==> config.mk <==
export PLATFORM = sky130hd
export DESIGN_NAME = lru_page_replacement_core
export DESIGN_NICKNAME = d
export VERILOG_FILES = /design/src/sv/lrupr_pkg.sv /design/src/sv/lrupr_ctrl.sv /design/src/sv/lrupr_dp.sv /design/src/sv/lru_page_replacement_core.sv
export SDC_FILE = /design/constraint.sdc
export NUM_CORES = 1
export LEC_CHECK = 0
export ABC_AREA = 1
export BUFFER_PORTS_ARGS = -buffer_cell sky130_fd_sc_hd__buf_2
export CAP_MARGIN = 10
export CELL_PAD_IN_SITES_DETAIL_PLACEMENT = 1
export CELL_PAD_IN_SITES_GLOBAL_PLACEMENT = 1
export CORE_MARGIN = 2
export CORE_UTILIZATION = 48
export CTS_CLUSTER_SIZE = 30
export DETAILED_ROUTE_END_ITERATION = 10
export PLACE_DENSITY = 0.76
export SETUP_SLACK_MARGIN = 0.15
export SLEW_MARGIN = 20
export SYNTH_ARGS = -nofsm -noshare
export SYNTH_HDL_FRONTEND = slang
export SYNTH_SLANG_ARGS = --single-unit
==> constraint.sdc <==
create_clock -name clk -period 3.2 [get_ports clk]
set_clock_uncertainty 0.1 [all_clocks]
set_input_delay 0.64 -clock clk [delete_from_list [all_inputs] [get_ports clk]]
set_output_delay 0.64 -clock clk [all_outputs]
set_load 0.02 [all_outputs]
==> src/sv/lrupr_pkg.sv <==
// ----------------------------------------------------------------------------
// lrupr_pkg
// shared widths, reset values and controller/datapath interface types
// ----------------------------------------------------------------------------
package lrupr_pkg;

  localparam int PAGE_W   = 8;   // page number width
  localparam int CFG_W    = 4;   // capacity register width
  localparam int COUNT_W  = 4;   // reported resident count width

  localparam logic [CFG_W-1:0] CFG_RESET = 4'd8;

  // commands from controller to datapath
  typedef struct packed {
    logic load;      // capture a new reference
    logic rd_scan;   // read list entry at idx
    logic idx_inc;   // advance scan index
    logic found;     // scan hit at idx
    logic miss;      // scan ended without a hit
    logic mv_rd;     // read list entry at idx-1
    logic mv_wr;     // write that entry to idx, step idx down
    logic wr_front;  // write page to slot 0 and publish result
  } cmd_t;

  // status from datapath to controller
  typedef struct packed {
    logic occ_zero;  // list empty
    logic match;     // read entry equals page
    logic last;      // idx is the last occupied slot
    logic idx_zero;  // idx at slot 0
  } sts_t;

endpackage

==> src/sv/lrupr_ctrl.sv <==
// ----------------------------------------------------------------------------
// lrupr_ctrl
// sequencer for scan, eviction decision and list shift
// ----------------------------------------------------------------------------
module lrupr_ctrl (
  input  logic              clk,
  input  logic              rst_n,
  input  logic              start,
  output logic              busy,
  input  lrupr_pkg::sts_t   sts,
  output lrupr_pkg::cmd_t   cmd
);

  typedef enum logic [2:0] {
    ST_IDLE,
    ST_MISS,
    ST_SCAN_RD,
    ST_SCAN_CMP,
    ST_MV_RD,
    ST_MV_WR
  } state_t;

  state_t state_r, state_nxt;
  logic   busy_r;

  always_comb begin
    state_nxt = state_r;
    cmd       = '0;
    case (state_r)
      ST_IDLE: begin
        if (start) begin
          cmd.load  = 1'b1;
          state_nxt = sts.occ_zero ? ST_MISS : ST_SCAN_RD;
        end
      end
      ST_MISS: begin
        cmd.miss  = 1'b1;
        state_nxt = ST_MV_RD;
      end
      ST_SCAN_RD: begin
        cmd.rd_scan = 1'b1;
        state_nxt   = ST_SCAN_CMP;
      end
      ST_SCAN_CMP: begin
        if (sts.match) begin
          cmd.found = 1'b1;
          state_nxt = ST_MV_RD;
        end else if (sts.last) begin
          cmd.miss  = 1'b1;
          state_nxt = ST_MV_RD;
        end else begin
          cmd.idx_inc = 1'b1;
          state_nxt   = ST_SCAN_RD;
        end
      end
      ST_MV_RD: begin
        if (sts.idx_zero) begin
          cmd.wr_front = 1'b1;
          state_nxt    = ST_IDLE;
        end else begin
          cmd.mv_rd = 1'b1;
          state_nxt = ST_MV_WR;
        end
      end
      ST_MV_WR: begin
        cmd.mv_wr = 1'b1;
        state_nxt = ST_MV_RD;
      end
      default: begin
        state_nxt = ST_IDLE;
      end
    endcase
  end

  always_ff @(posedge clk) begin
    if (!rst_n) begin
      state_r <= ST_IDLE;
      busy_r  <= 1'b0;
    end else begin
      state_r <= state_nxt;
      busy_r  <= (state_nxt != ST_IDLE);
    end
  end

  assign busy = busy_r;

  a_start_busy: assert property (@(posedge clk) disable iff (!rst_n)
    start && !busy_r |=> busy_r)
    else $error("accepted reference did not raise busy");

  a_front_idle: assert property (@(posedge clk) disable iff (!rst_n)
    cmd.wr_front |=> !busy_r)
    else $error("busy after front write");

endmodule

==> src/sv/lrupr_dp.sv <==
// ----------------------------------------------------------------------------
// lrupr_dp
// recency list memory, occupancy, capacity register and result registers
// ----------------------------------------------------------------------------
module lrupr_dp #(
  parameter int CAPACITY = 8
) (
  input  logic                              clk,
  input  logic                              rst_n,
  input  lrupr_pkg::cmd_t                   cmd,
  output lrupr_pkg::sts_t                   sts,
  input  logic [lrupr_pkg::PAGE_W-1:0]      in_page,
  input  logic                              cfg_we,
  input  logic [lrupr_pkg::CFG_W-1:0]       cfg_capacity_in_use,
  output logic                              out_valid,
  output logic                              out_hit,
  output logic                              out_evicted_valid,
  output logic [lrupr_pkg::PAGE_W-1:0]      out_evicted_page,
  output logic [lrupr_pkg::COUNT_W-1:0]     out_resident_count
);

  localparam int CNTW = $clog2(CAPACITY + 1);
  localparam int IDXW = (CAPACITY > 1) ? $clog2(CAPACITY) : 1;

  // clamp capacity register to 1..CAPACITY
  function automatic logic [CNTW-1:0] eff_cap(input logic [lrupr_pkg::CFG_W-1:0] c);
    int v;
    v = int'(c);
    if (v < 1) v = 1;
    if (v > CAPACITY) v = CAPACITY;
    return CNTW'(v);
  endfunction

  logic [lrupr_pkg::PAGE_W-1:0] mem [CAPACITY];

  logic [lrupr_pkg::PAGE_W-1:0]  rdata_r;
  logic [lrupr_pkg::PAGE_W-1:0]  page_r;
  logic [IDXW-1:0]               idx_r;
  logic [CNTW-1:0]               occ_r;
  logic [lrupr_pkg::CFG_W-1:0]   cap_r;
  logic                          hit_r;
  logic                          ev_r;
  logic [lrupr_pkg::PAGE_W-1:0]  evpg_r;
  logic                          out_valid_r;
  logic                          out_hit_r;
  logic                          out_ev_r;
  logic [lrupr_pkg::PAGE_W-1:0]  out_evpg_r;
  logic [lrupr_pkg::COUNT_W-1:0] out_cnt_r;

  logic [CNTW-1:0]               cap_w;
  logic [CNTW-1:0]               cfg_cap_w;
  logic                          full_w;
  logic [IDXW-1:0]               rd_addr;
  logic [IDXW-1:0]               wr_addr;
  logic [lrupr_pkg::PAGE_W-1:0]  wr_data;
  logic                          wr_en;

  assign cap_w     = eff_cap(cap_r);
  assign cfg_cap_w = eff_cap(cfg_capacity_in_use);
  assign full_w    = (occ_r >= cap_w);

  assign sts.occ_zero = (occ_r == '0);
  assign sts.match    = (rdata_r == page_r);
  assign sts.last     = ((CNTW'(idx_r) + CNTW'(1)) == occ_r);
  assign sts.idx_zero = (idx_r == '0);

  assign rd_addr = cmd.mv_rd ? IDXW'(idx_r - IDXW'(1)) : idx_r;
  assign wr_en   = cmd.mv_wr | cmd.wr_front;
  assign wr_addr = cmd.wr_front ? '0 : idx_r;
  assign wr_data = cmd.wr_front ? page_r : rdata_r;

  // list storage, one write and one registered read per cycle
  always_ff @(posedge clk) begin
    if (wr_en) begin
      mem[wr_addr] <= wr_data;
    end
    if (cmd.rd_scan || cmd.mv_rd) begin
      rdata_r <= mem[rd_addr];
    end
  end

  // control state
  always_ff @(posedge clk) begin
    if (!rst_n) begin
      occ_r       <= '0;
      cap_r       <= lrupr_pkg::CFG_RESET;
      out_valid_r <= 1'b0;
    end else begin
      out_valid_r <= cmd.wr_front;
      if (cfg_we) begin
        cap_r <= cfg_capacity_in_use;
        if (occ_r > cfg_cap_w) begin
          occ_r <= cfg_cap_w;
        end
      end else if (cmd.miss && !full_w) begin
        occ_r <= occ_r + CNTW'(1);
      end
    end
  end

  // per-reference working registers and result
  always_ff @(posedge clk) begin
    if (cmd.load) begin
      page_r <= in_page;
      idx_r  <= '0;
      hit_r  <= 1'b0;
      ev_r   <= 1'b0;
      evpg_r <= '0;
    end else if (cmd.idx_inc) begin
      idx_r <= idx_r + IDXW'(1);
    end else if (cmd.found) begin
      hit_r <= 1'b1;
    end else if (cmd.miss) begin
      if (full_w) begin
        // last scanned entry is the least recent one
        ev_r   <= 1'b1;
        evpg_r <= rdata_r;
        idx_r  <= IDXW'(cap_w - CNTW'(1));
      end else begin
        idx_r <= IDXW'(occ_r);
      end
    end else if (cmd.mv_wr) begin
      idx_r <= idx_r - IDXW'(1);
    end
    if (cmd.wr_front) begin
      out_hit_r  <= hit_r;
      out_ev_r   <= ev_r;
      out_evpg_r <= evpg_r;
      out_cnt_r  <= lrupr_pkg::COUNT_W'(occ_r);
    end
  end

  assign out_valid          = out_valid_r;
  assign out_hit            = out_hit_r;
  assign out_evicted_valid  = out_ev_r;
  assign out_evicted_page   = out_evpg_r;
  assign out_resident_count = out_cnt_r;

  a_occ_cap: assert property (@(posedge clk) disable iff (!rst_n)
    occ_r <= cap_w)
    else $error("occupancy above capacity");

  a_res_nonempty: assert property (@(posedge clk) disable iff (!rst_n)
    out_valid_r |-> occ_r != '0)
    else $error("result with empty list");

  a_ev_not_hit: assert property (@(posedge clk) disable iff (!rst_n)
    out_valid_r && out_ev_r |-> !out_hit_r)
    else $error("eviction reported on a hit");

endmodule

==> src/sv/lru_page_replacement_core.sv <==
// ----------------------------------------------------------------------------
// lru_page_replacement_core
// least-recently-used page tracker with eviction report
// ----------------------------------------------------------------------------
// One page reference is taken when start is high and busy is low; its result
// appears on the out_ ports for exactly one cycle with out_valid high, and the
// receiver cannot hold it off. The recency list lives in a single memory
// with one read and one write per cycle: the scan reads a slot and then
// compares it, and the move-to-front reads a slot and then writes it one
// slot further back. An empty list skips the scan. busy stays high until the
// strobe cycle, in which the next reference can already be accepted. The
// capacity register is written through cfg_valid/cfg_ready (ready while not
// busy); lowering it drops the least recent pages silently. A value of 0 acts
// as 1 and values above CAPACITY act as CAPACITY. No clearing pass is needed
// after reset: only occupied slots are ever read.
// ----------------------------------------------------------------------------
module lru_page_replacement_core #(
  parameter int CAPACITY = 8
) (
  input  logic                              clk,
  input  logic                              rst_n,
  // reference channel
  input  logic                              start,
  output logic                              busy,
  input  logic [lrupr_pkg::PAGE_W-1:0]      in_page,
  // result channel, one-cycle strobe
  output logic                              out_valid,
  output logic                              out_hit,
  output logic                              out_evicted_valid,
  output logic [lrupr_pkg::PAGE_W-1:0]      out_evicted_page,
  output logic [lrupr_pkg::COUNT_W-1:0]     out_resident_count,
  // capacity register write
  input  logic                              cfg_valid,
  output logic                              cfg_ready,
  input  logic [lrupr_pkg::CFG_W-1:0]       cfg_capacity_in_use
);

  lrupr_pkg::cmd_t cmd;
  lrupr_pkg::sts_t sts;
  logic            cfg_we;

  // config transfer only between references
  assign cfg_ready = ~busy;
  assign cfg_we    = cfg_valid & cfg_ready;

  // sequencer: scan, hit/miss decision, shift, front write
  lrupr_ctrl u_ctrl (
    .clk   (clk),
    .rst_n (rst_n),
    .start (start),
    .busy  (busy),
    .sts   (sts),
    .cmd   (cmd)
  );

  // list memory, occupancy, capacity and result registers
  lrupr_dp #(
    .CAPACITY (CAPACITY)
  ) u_dp (
    .clk                 (clk),
    .rst_n               (rst_n),
    .cmd                 (cmd),
    .sts                 (sts),
    .in_page             (in_page),
    .cfg_we              (cfg_we),
    .cfg_capacity_in_use (cfg_capacity_in_use),
    .out_valid           (out_valid),
    .out_hit             (out_hit),
    .out_evicted_valid   (out_evicted_valid),
    .out_evicted_page    (out_evicted_page),
    .out_resident_count  (out_resident_count)
  );

endmodule

==> qor.yml, run 1 <==
routing:
  drt_iter0_drc: 163
  routed_via_density: 5.41
  post-route-drc-count: 0
  dr.pass1.iters: 5
  wire_per_inst_um: 18.8
  drt.antenna.violating_nets: 0
  wl_um: 13800
  dr_total_vias: 3962
min_path:
  worstHoldStart: "in_page[3]"
  hp-class: "input pin to flop"
  min_path_cells: 1
  hold_path_end: "u_dp.page_r[3]"
grt:
  grt_overflow_total: 0
  antenna_found_initial: 0
  grt_max_degree: 33
  grt_pass1_wl_um: 21500
  grt_pass1_vias: 4253
  track_usage: 0.244
synth:
  synthesis.area_um2: 5430
  yosysTopAreaCellShare: 0.520
  seq_area_frac_synth: 0.616
  synth_mux_area_frac: 0
  synthXorXnorAreaFrac: 0.0129
  synthTopCellsByArea: "edfxtp_1 (52%), dfxtp_1 (9.6%), nand2_1 (8.6%), nor2_1 (4.4%), ha_1 (3.2%)"
  synth_seq_cells: 120
  yosysUniqueCellTypes: 38
  syn_inst: 531
  synth_top_family_by_area: "simple AND/OR/NAND/NOR gates"
  yosysWarnings: 0
  synth_common_cells: "nand2_1 (125), edfxtp_1 (94), nor2_1 (64), inv_1 (36), a21oi_1 (31)"
  synth_fa_ha_area_frac: 0.0323
  synth.most_common_cell: "nand2_1"
  synth_top_area_cell: "edfxtp_1"
  syn_area_per_cell_um2: 10.2
  syn_nets: 561
  synth_simple_gate_area_frac: 0.195
  synth_edf_count: 94
  synth_compound_area_frac: 0.0931
  ys.flop_type: "edfxtp_1"
  ys_async_sr_fraction: 0
final_layout:
  area_growth_pct: 16.1
  multi_input_area_um2: 1810
  finalInstanceArea_um2: 6300
  layout-drive-gt1-share: 0.167
  diodes: 0
  finalNonFillerCells: 733
  num-fill-cells: 1226
  seqCellArea_um2: 3340
  fin_nets: 610
  fin_util: 0.576
cts:
  ctsRootBufferMaster: "clkbuf_16"
  cts_hold_buffers: 0
  clk_latency_ps: 410
  clk_pin_slew_ps: 50
  cts.path.max_buffers: 2
  cts_max_level: 4
  ctsResizeCount: 0
  cts.sinks: 120
  cts_setup_buffers: 0
  cts_tree: "built"
  cts_buffers: 17
timing:
  setup_viol: 0
  min_period_ps: 2720
  setup_tns_ps: 0
  finalCritPeriodShare: 0.849
  maxSlewHeadroom: 0.292
  rsz0062_at_grt: "false"
  drv_slew: 0
  clock.fmax_ghz: 0.368
  final-hold-violation-count: 0
  max_slew.worst_pin.slew_ps: 1050
floorplanning:
  die_x_um: 110
  die-area_um2: 12200
  rows: 38
  die_h_um: 110
  core-area_um2: 10900
  pin_count: 33
  initial_core_util: 0.497
critical_path:
  path_cells: "inv_2, ha_1, nand2_4, inv_4, nor2_8, inv_4, nand2_4, nand2_4, inv_2, o21ai_1, o22ai_1, nor2_1, nor2_1"
  critPathBufInv: 4
  cpPeakStageDelay_ps: 560
  r2r_setup_slack_ps: 480
  critPathSlowestCell: "dfxtp_1"
  endpoint_kind: "flop"
  startpoint_type: "flop"
  cp.arrival_ps: 2850
  worst_r2r_path_depth: 13
  r2r-end: "u_dp.rdata_r[1]"
  path_delay_family: "buffers and inverters"
  path_class: "flop to flop"
  crit_path_max_fanout: 32
  worst_path_most_repeated_cell: "nand2_4"
  required_ps: 3330
  r2r-start: "u_dp.idx_r[0]"
place:
  routabilityCongestion: 0.857
  placed_area_um2: 5760
  dpl.cell_count: 701
  port_buffers: 32
  dp_hpwl_um: 9380
flow_run:
  maxCapViolations: 0
run_status:
  status: "finished, final reports clean"
power_and_ir_drop:
  ir_drop_v: 0.000441
  leakage_nw: 2.51
  powerDensity_nw_per_um2: 969
  p_total_mw: 6.11
cells in the final DEF, fill, tap and decap left out, types with 10 or more instances in the layout:
master     instances
nand2_1          125
edfxtp_1          94
nor2_1            63
inv_1             36
buf_2             32
a21oi_1           31
o21ai_0           29
dfxtp_1           26
nand3_1           19
clkbuf_16         18
ha_1              14
buf_4             12
o211ai_1          10
layer usage:
metal | global-route usage | vias to the layer above | part of all wire
met1 | 0.288 | 1953 | 0.43
met5 | 0 | - | 0
met3 | 0.0600 | 23 | 0.037
met2 | 0.433 | 76 | 0.52
li1 | - | 1910 | -
met4 | 0.0884 | 0 | 0.018
where the power goes:
part / internal, mW / switching (mW)
Clock: 1.11 / 0.626
Combinational: 0.642 / 1.42
Sequential: 2.10 / 0.206
flip-flops by register name, summed over array words and instances (netlist names), 4 cells and up:
signal	cells
u_dp.cap_r	4
u_dp.evpg_r	8
u_dp.mem	64
u_dp.occ_r	4
u_dp.out_evicted_page	8
u_dp.out_resident_count	4
u_dp.page_r	8
u_dp.rdata_r	8
through the flow:
stage | hold slack (ps) | worst slack [ps]
after global routing | 297 | 287
after CTS | 290 | 490
after detailed placement | 326 | 517
after global placement | 314 | 634
final | 307 | 483
after floorplan | 308 | 730
worst max path at each step:
stage                       start              end  cells past startpoint
global placement    u_dp.idx_r[0]  u_dp.rdata_r[1]                     13
detailed placement  u_dp.idx_r[0]  u_dp.rdata_r[1]                     13
floorplan           u_dp.idx_r[0]   u_dp.mem[2][0]                      8
global route        u_dp.idx_r[0]  u_dp.rdata_r[2]                     13
CTS                 u_dp.idx_r[0]  u_dp.rdata_r[2]                     13
finish              u_dp.idx_r[0]  u_dp.rdata_r[1]                     13
layout make-up:
cell class | count | area share
Clock inverter | 3 | 0.00238
Multi-Input combinational cell | 353 | 0.288
Tap cell | 140 | 0.0278
Clock buffer | 29 | 0.0844
Inverter | 44 | 0.0278
Timing Repair Buffer | 44 | 0.0397
Sequential cell | 120 | 0.530
cell families after synthesis:
family	after synthesis
AOI/OAI and AO/OA	90
adders and majority gates	14
DFF	120
and+or+nand+nor	241
buffers and inverters	58
xor gates and xnor gates	8
No activity file was read; power rests on OpenSTA's default activity.
==> run 2, diff against run 1 <==
- CORE_UTILIZATION: 48 -> 43
- PLACE_DENSITY: 0.76 -> 0.72
- clock period: 3.2 -> 2.2 ns (I/O delays scaled with it)
==> run 2 against run 1 <==
Against the previous run: the flow now finishes with violations (negative setup slack); worst hold slack got worse by 210 ps; setup slack got worse by 630 ps; routed wire length is 20% higher; design area grew 13%; sequential power increased by 43%; global-route usage grew 0.35 points.
==> qor.yml, run 2 (synthesis results as in run 1) <==
floorplanning:
  core-area_um2: 12500  # +14%
  rows: 41  # +7.9%
  pin_count: 33  # unchanged
  die_x_um: 116  # +5.5%
  die-area_um2: 13500  # +11%
  die_h_um: 116  # +5.5%
  initial_core_util: 0.436  # -0.0610
timing:
  drv_slew: 0  # unchanged
  min_period_ps: 2340  # -373 ps
  finalCritPeriodShare: 1.07  # +0.216
  setup_viol: 4  # +4
  worst_slack_ps: -144  # -627 ps
  maxSlewHeadroom: 0.531  # +0.239
  final-hold-violation-count: 0  # unchanged
  max_slew.worst_pin.slew_ps: 699  # -352 ps
  rsz0062_at_grt: "true"
  clock.fmax_ghz: 0.427  # +16%
routing:
  drt.antenna.violating_nets: 0  # unchanged
  routed_via_density: 5.30  # -2.0%
  drt_iter0_drc: 327  # +100%
  post-route-drc-count: 0  # unchanged
  dr_total_vias: 4301  # +8.6%
  wire_per_inst_um: 20.4  # +8.4%
  dr.pass1.iters: 4  # -1
  wl_um: 16500  # +20%
final_layout:
  diodes: 0  # unchanged
  largest_reg_flops: 64  # unchanged
  num-fill-cells: 1369  # +12%
  fin_nets: 657  # +7.7%
  area_growth_pct: 30.6
  layout-drive-gt1-share: 0.292  # +0.125
  layout_commonest_cell: "nand2_1"
  finalNonFillerCells: 812  # +11%
  layout_common_cells: "nand2_1 (123), edfxtp_1 (94), nor2_1 (55)"
  fin_util: 0.569  # -0.00753
  finalInstanceArea_um2: 7090  # +13%
  regMostFlops: "u_dp.mem"
power_and_ir_drop:
  leakage_nw: 2.83  # +13%
  ir_drop_v: 0.000642  # +46%
  powerDensity_nw_per_um2: 1460  # +51%
critical_path:
  worst_path_most_repeated_cell: "buf_6"
  endpoint_kind: "flop"
  path_cells: "inv_2, ha_4, nand2_4, inv_4, nor2_8, clkinv_4, buf_12, nand2_2, o21ai_4, buf_6, buf_6, buf_6, o21ai_2, o22ai_2, nor2_1, nor2_1"
  critPathBufInv: 7  # +3
  critPathSlowestCell: "dfxtp_2"
  path_class: "flop to flop"
  crit_path_max_fanout: 5  # -84%
  startpoint_type: "flop"
  path_delay_family: "buffers and inverters"
  cp.arrival_ps: 2410  # -440 ps
  cpPeakStageDelay_ps: 340  # -220 ps
  required_ps: 2270  # -1060 ps
grt:
  track_usage: 0.248  # +0.00346
  grt_max_degree: 33  # unchanged
  grt_overflow_total: 0  # unchanged
  grt_pass1_wl_um: 24400  # +13%
  antenna_found_initial: 0  # unchanged
  grt_pass1_vias: 4558  # +7.2%
flow_run:
  maxCapViolations: 0  # unchanged
run_status:
  status: "finished with violations"
  failed_checks: "negative setup slack"
cts:
  clk_pin_slew_ps: 60  # about the same
  cts_tree: "built"
  clk_latency_ps: 420  # about the same
  ctsRootBufferMaster: "clkbuf_16"
  cts.path.max_buffers: 2  # unchanged
  cts_buffers: 17  # unchanged
  cts.sinks: 120  # unchanged
  cts_max_level: 4  # unchanged
place:
  placed_area_um2: 6000  # +4.2%
  dp_hpwl_um: 10100  # +8.1%
  port_buffers: 32  # unchanged
  dpl.cell_count: 756  # +7.8%
  routabilityCongestion: 0.822  # -4.0%
min_path:
  hp-class: "input pin to flop"
-- run 2: report_power, final --
group	total (mW)	switching (mW)	internal (mW)	leakage, nW
Combinational	4.26	2.68	1.57	1.46
Sequential	3.29	0.234	3.05	1.07
Clock	2.79	1.02	1.77	0.301
-- run 2: metal layers --
layer | track usage | wire length [um]
met2 | 0.426 | 8730
met1 | 0.293 | 6520
met5 | 0 | 0
met3 | 0.0669 | 813
met4 | 0.105 | 489
-- run 2: final timing paths --
| kind | startpoint | to | slack [ps] | depth (start not counted) |
|---|---|---|---|---|
| max | u_dp.idx_r[1] | u_dp.rdata_r[1] | -140 | 16 |
| min | in_page[3] | u_dp.page_r[3] | 100 | 1 |
| max reg2reg | u_dp.idx_r[1] | u_dp.rdata_r[1] | -140 | 16 |
| min reg2reg | u_dp.evpg_r[3] | u_dp.out_evicted_page[3] | 330 | 0 |
-- run 2: through the flow --
| stage | total power, mW | hold slack [ps] | setup WS [ps] | TNS, ps |
|---|---|---|---|---|
| global route | 10.9 | 83.5 | -218 | -1220 |
| floorplan | 5.52 | 308 | 155 | 0 |
| global placement | 6.50 | 316 | -5.88 | -5.88 |
| detailed placement | 6.69 | 319 | -59.3 | -227 |
| CTS | 9.97 | 81.6 | 47.1 | 0 |
| finish | 10.3 | 95.2 | -144 | -293 |
-- run 2: final cells by class --
cell class / instances / area [um^2] / share of cell area
repair inverters: 1 / 6.26 / 0.000882
repair buffers: 90 / 714 / 0.101
multi-input cells: 353 / 2010 / 0.283
clock inverters: 7 / 50.0 / 0.00706
clock buffers: 25 / 561 / 0.0790
inverters: 44 / 193 / 0.0272
flip-flops and latches: 120 / 3350 / 0.472
well taps: 172 / 215 / 0.0303
-- run 2: timing repair --
item	4_1_cts	5_1_grt
pin swaps	26	17
setup buffers	12	10
setup endpoints to repair	56	88
hold buffers	0	0
endpoints found under the hold margin	0	0
resized for setup	45	34
cloned	2	0
==> run 3, diff against run 2 <==
- SYNTH_HIERARCHICAL: default -> 1
==> run 3 against run 2 <==
Against the previous run: critical path depth fell by 4; maximum frequency fell by 11%; largest cell class unchanged; setup slack got worse by 280 ps; die area fell by 0.73%; register-to-register slack got worse by 280 ps; non-clock buffer count rose by 31; combinational power rose by 29%; global-route usage rose by 3.0 points; routed wire length rose by 25%; sequential share of layout area fell by 5.9 points; design area rose by 15%; the run still ends with negative setup slack left; critical path type unchanged.
==> qor.yml, run 3 <==
run_status:
  status: "finished with violations"
  failed_checks: "negative setup slack"
synth:
  synth_top_family_by_area: "simple AND/OR/NAND/NOR gates"
  seq_area_frac_synth: 0.620  # +0.00472
  synthTopCellsByArea: "edfxtp_1 (52%), dfxtp_1 (9.7%), nand2_1 (8.1%), nor2_1 (5.0%), inv_1 (3.6%)"
  synthXorXnorAreaFrac: 0.0195  # +0.00660
  synth_common_cells: "nand2_1 (117), edfxtp_1 (94), nor2_1 (72), inv_1 (51), o21ai_0 (29)"
  syn_area_per_cell_um2: 10.1  # -1.1%
  syn_nets: 563  # +0.36%
  synth_compound_area_frac: 0.0982  # +0.00512
  synth_fa_ha_area_frac: 0.0325  # +0.000247
  synth_simple_gate_area_frac: 0.170  # -0.0247
  yosysTopAreaCellShare: 0.524  # +0.00398
  yosysUniqueCellTypes: 36  # -5.3%
  synthesis.area_um2: 5390  # -0.76%
  synth_top_area_cell: "edfxtp_1"
  ys.flop_type: "edfxtp_1"
  ys_async_sr_fraction: 0  # unchanged
  yosysWarnings: 6  # +6
  synth_edf_count: 94  # unchanged
  syn_inst: 533  # +0.38%
  synth_seq_cells: 120  # unchanged
  synth_mux_area_frac: 0  # unchanged
  synth.most_common_cell: "nand2_1"
timing:
  finalCritPeriodShare: 1.19  # +0.129
  setup_viol: 25  # +21
  worst_slack_ps: -428  # -284 ps
  max_slew.worst_pin.slew_ps: 633  # -66.1 ps
  clock.fmax_ghz: 0.380  # -11%
  min_period_ps: 2630  # +284 ps
  rsz0062_at_grt: "true"
  drv_slew: 0  # unchanged
  maxSlewHeadroom: 0.576  # +0.0456
  final-hold-violation-count: 0  # unchanged
final_layout:
  largest_reg_flops: 64  # unchanged
  num-fill-cells: 1228  # -10%
  diodes: 0  # unchanged
  layout_common_cells: "edfxtp_1 (94), nand2_1 (78), buf_4 (57)"
  fin_nets: 691  # +5.2%
  area_growth_pct: 50.8
  finalNonFillerCells: 842  # +3.7%
  layout_commonest_cell: "edfxtp_1"
  layout-drive-gt1-share: 0.460  # +0.168
  regMostFlops: "u_dp/mem"
place:
  dp_hpwl_um: 10000  # -1.0%
  routabilityCongestion: 0.898  # +9.2%
  dpl.cell_count: 782  # +3.4%
  place_ws_ps: -306  # -246 ps
  port_buffers: 32  # unchanged
floorplanning:
  initial_core_util: 0.445  # +0.00933
  die-area_um2: 13400  # -0.73%
  rows: 40  # -2.4%
  die_h_um: 116  # -0.37%
  pin_count: 33  # unchanged
  die_x_um: 116  # -0.37%
  core-area_um2: 12100  # -2.8%
critical_path:
  path_cells: "xnor2_2, nand4_1, nor2_2, inv_2, a21oi_2, nor3_2, buf_4, or2_4, o21ai_4, inv_2, o21ai_2, a21oi_2"
  crit_path_max_fanout: 5  # unchanged
  cp.arrival_ps: 2850  # +440 ps
  startpoint_type: "flop"
  path_delay_family: "simple AND/OR/NAND/NOR gates"
  path_class: "flop to flop"
  critPathSlowestCell: "edfxtp_1"
  endpoint_kind: "flop"
  cpPeakStageDelay_ps: 470  # +130 ps
  required_ps: 2420  # +150 ps
  critPathBufInv: 3  # -4
routing:
  post-route-drc-count: 0  # unchanged
  routed_via_density: 5.61  # +5.9%
  drt.antenna.violating_nets: 0  # unchanged
  wire_per_inst_um: 24.6  # +21%
  dr_total_vias: 4723  # +9.8%
  wl_um: 20700  # +25%
  dr.pass1.iters: 5  # +1
  drt_iter0_drc: 522  # +60%
power_and_ir_drop:
  ir_drop_v: 0.000903  # +41%
  powerDensity_nw_per_um2: 1500  # +2.6%
  leakage_nw: 3.24  # +15%
grt:
  grt_pass1_vias: 4914  # +7.8%
  track_usage: 0.278  # +0.0302
  grt_max_degree: 32  # -3.0%
  antenna_found_initial: 0  # unchanged
  grt_overflow_total: 0  # unchanged
  grt_pass1_wl_um: 27200  # +11%
min_path:
  hp-class: "input pin to flop"
flow_run:
  maxCapViolations: 0  # unchanged
cts:
  clk_latency_ps: 430  # about the same
  cts_max_level: 4  # unchanged
  clk_pin_slew_ps: 60  # about the same
  cts_tree: "built"
  cts.sinks: 120  # unchanged
  ctsRootBufferMaster: "clkbuf_16"
  cts_buffers: 17  # unchanged
  cts.path.max_buffers: 2  # unchanged
==> run 3: layout make-up <==
cell class / instances / area [um^2] / area share
Timing Repair Buffer: 121 / 1070 / 0.132
Sequential cell: 120 / 3350 / 0.412
Timing Repair inverter: 1 / 7.51 / 0.000924
Inverter: 58 / 282 / 0.0346
Clock buffer: 21 / 450 / 0.0554
Multi-Input combinational cell: 342 / 2540 / 0.312
Tap cell: 168 / 210 / 0.0259
Clock inverter: 11 / 218 / 0.0268
==> run 3: worst reg2reg max path, delay by kind of cell, from the launching register on <==
kind | cells | cell delay (ps)
AOI/OAI and AO/OA | 4 | 630
xor gates and xnor gates | 1 | 270
buffers and inverters | 3 | 360
DFF | 1 | 470
and+or+nand+nor | 4 | 700
==> run 3: through the flow <==
stage | area [um^2] | TNS [ps] | util | hold slack, ps | power [mW]
2_1_floorplan | 5490 | -15910 | - | 308 | 5.48
3_3_place_gp | 6280 | -2890 | 0.519 | 314 | 6.58
3_5_place_dp | 6280 | -6430 | 0.519 | 322 | 6.76
4_1_cts | 7600 | -2570 | 0.627 | 95.2 | 10.9
5_1_grt | 8130 | -7750 | 0.671 | 84.5 | 12.6
6_report | 8130 | -6090 | 0.671 | 90.2 | 12.2
==> run 3: power by group <==
group | leakage [nW] | internal (mW) | switching (mW)
clock network | 0.318 | 2.16 | 1.10
logic | 1.85 | 2.17 | 3.32
registers | 1.07 | 3.08 | 0.326
total | 3.24 | 7.41 | 4.74
==> run 3: final timing paths <==
kind	from	endpoint	slack, ps	depth (start not counted)
max	u_dp/rdata_r[5]	u_dp/idx_r[1]	-430	12
min	in_page[5]	u_dp/page_r[5]	90	1
max reg2reg	u_dp/rdata_r[5]	u_dp/idx_r[1]	-430	12
min reg2reg	u_dp/evpg_r[0]	u_dp/out_evicted_page[0]	340	0
==> run 3: logic make-up after synthesis <==
logic type                 count (synthesis)
AOI/OAI and AO/OA                         90
xor gates and xnor gates                  12
adders and majority gates                 14
buffers and inverters                     72
DFF                                      120
and+or+nand+nor                          225
==> run 3: timing repair <==
action                     in CTS  in global routing
pin swaps                      56                 47
setup endpoints to repair     153                170
setup buffers                  14                 10
hold buffers                    0                  0
gates resized for setup       130                108
cloned                          4                  0
==> run 3: metal layers <==
layer  share of wire  track usage  up-vias
met5               0            0        -
met4           0.049        0.126        0
met3           0.052       0.0795       78
met2            0.52        0.480      220
met1            0.38        0.321     2354
li1                -            -     2071
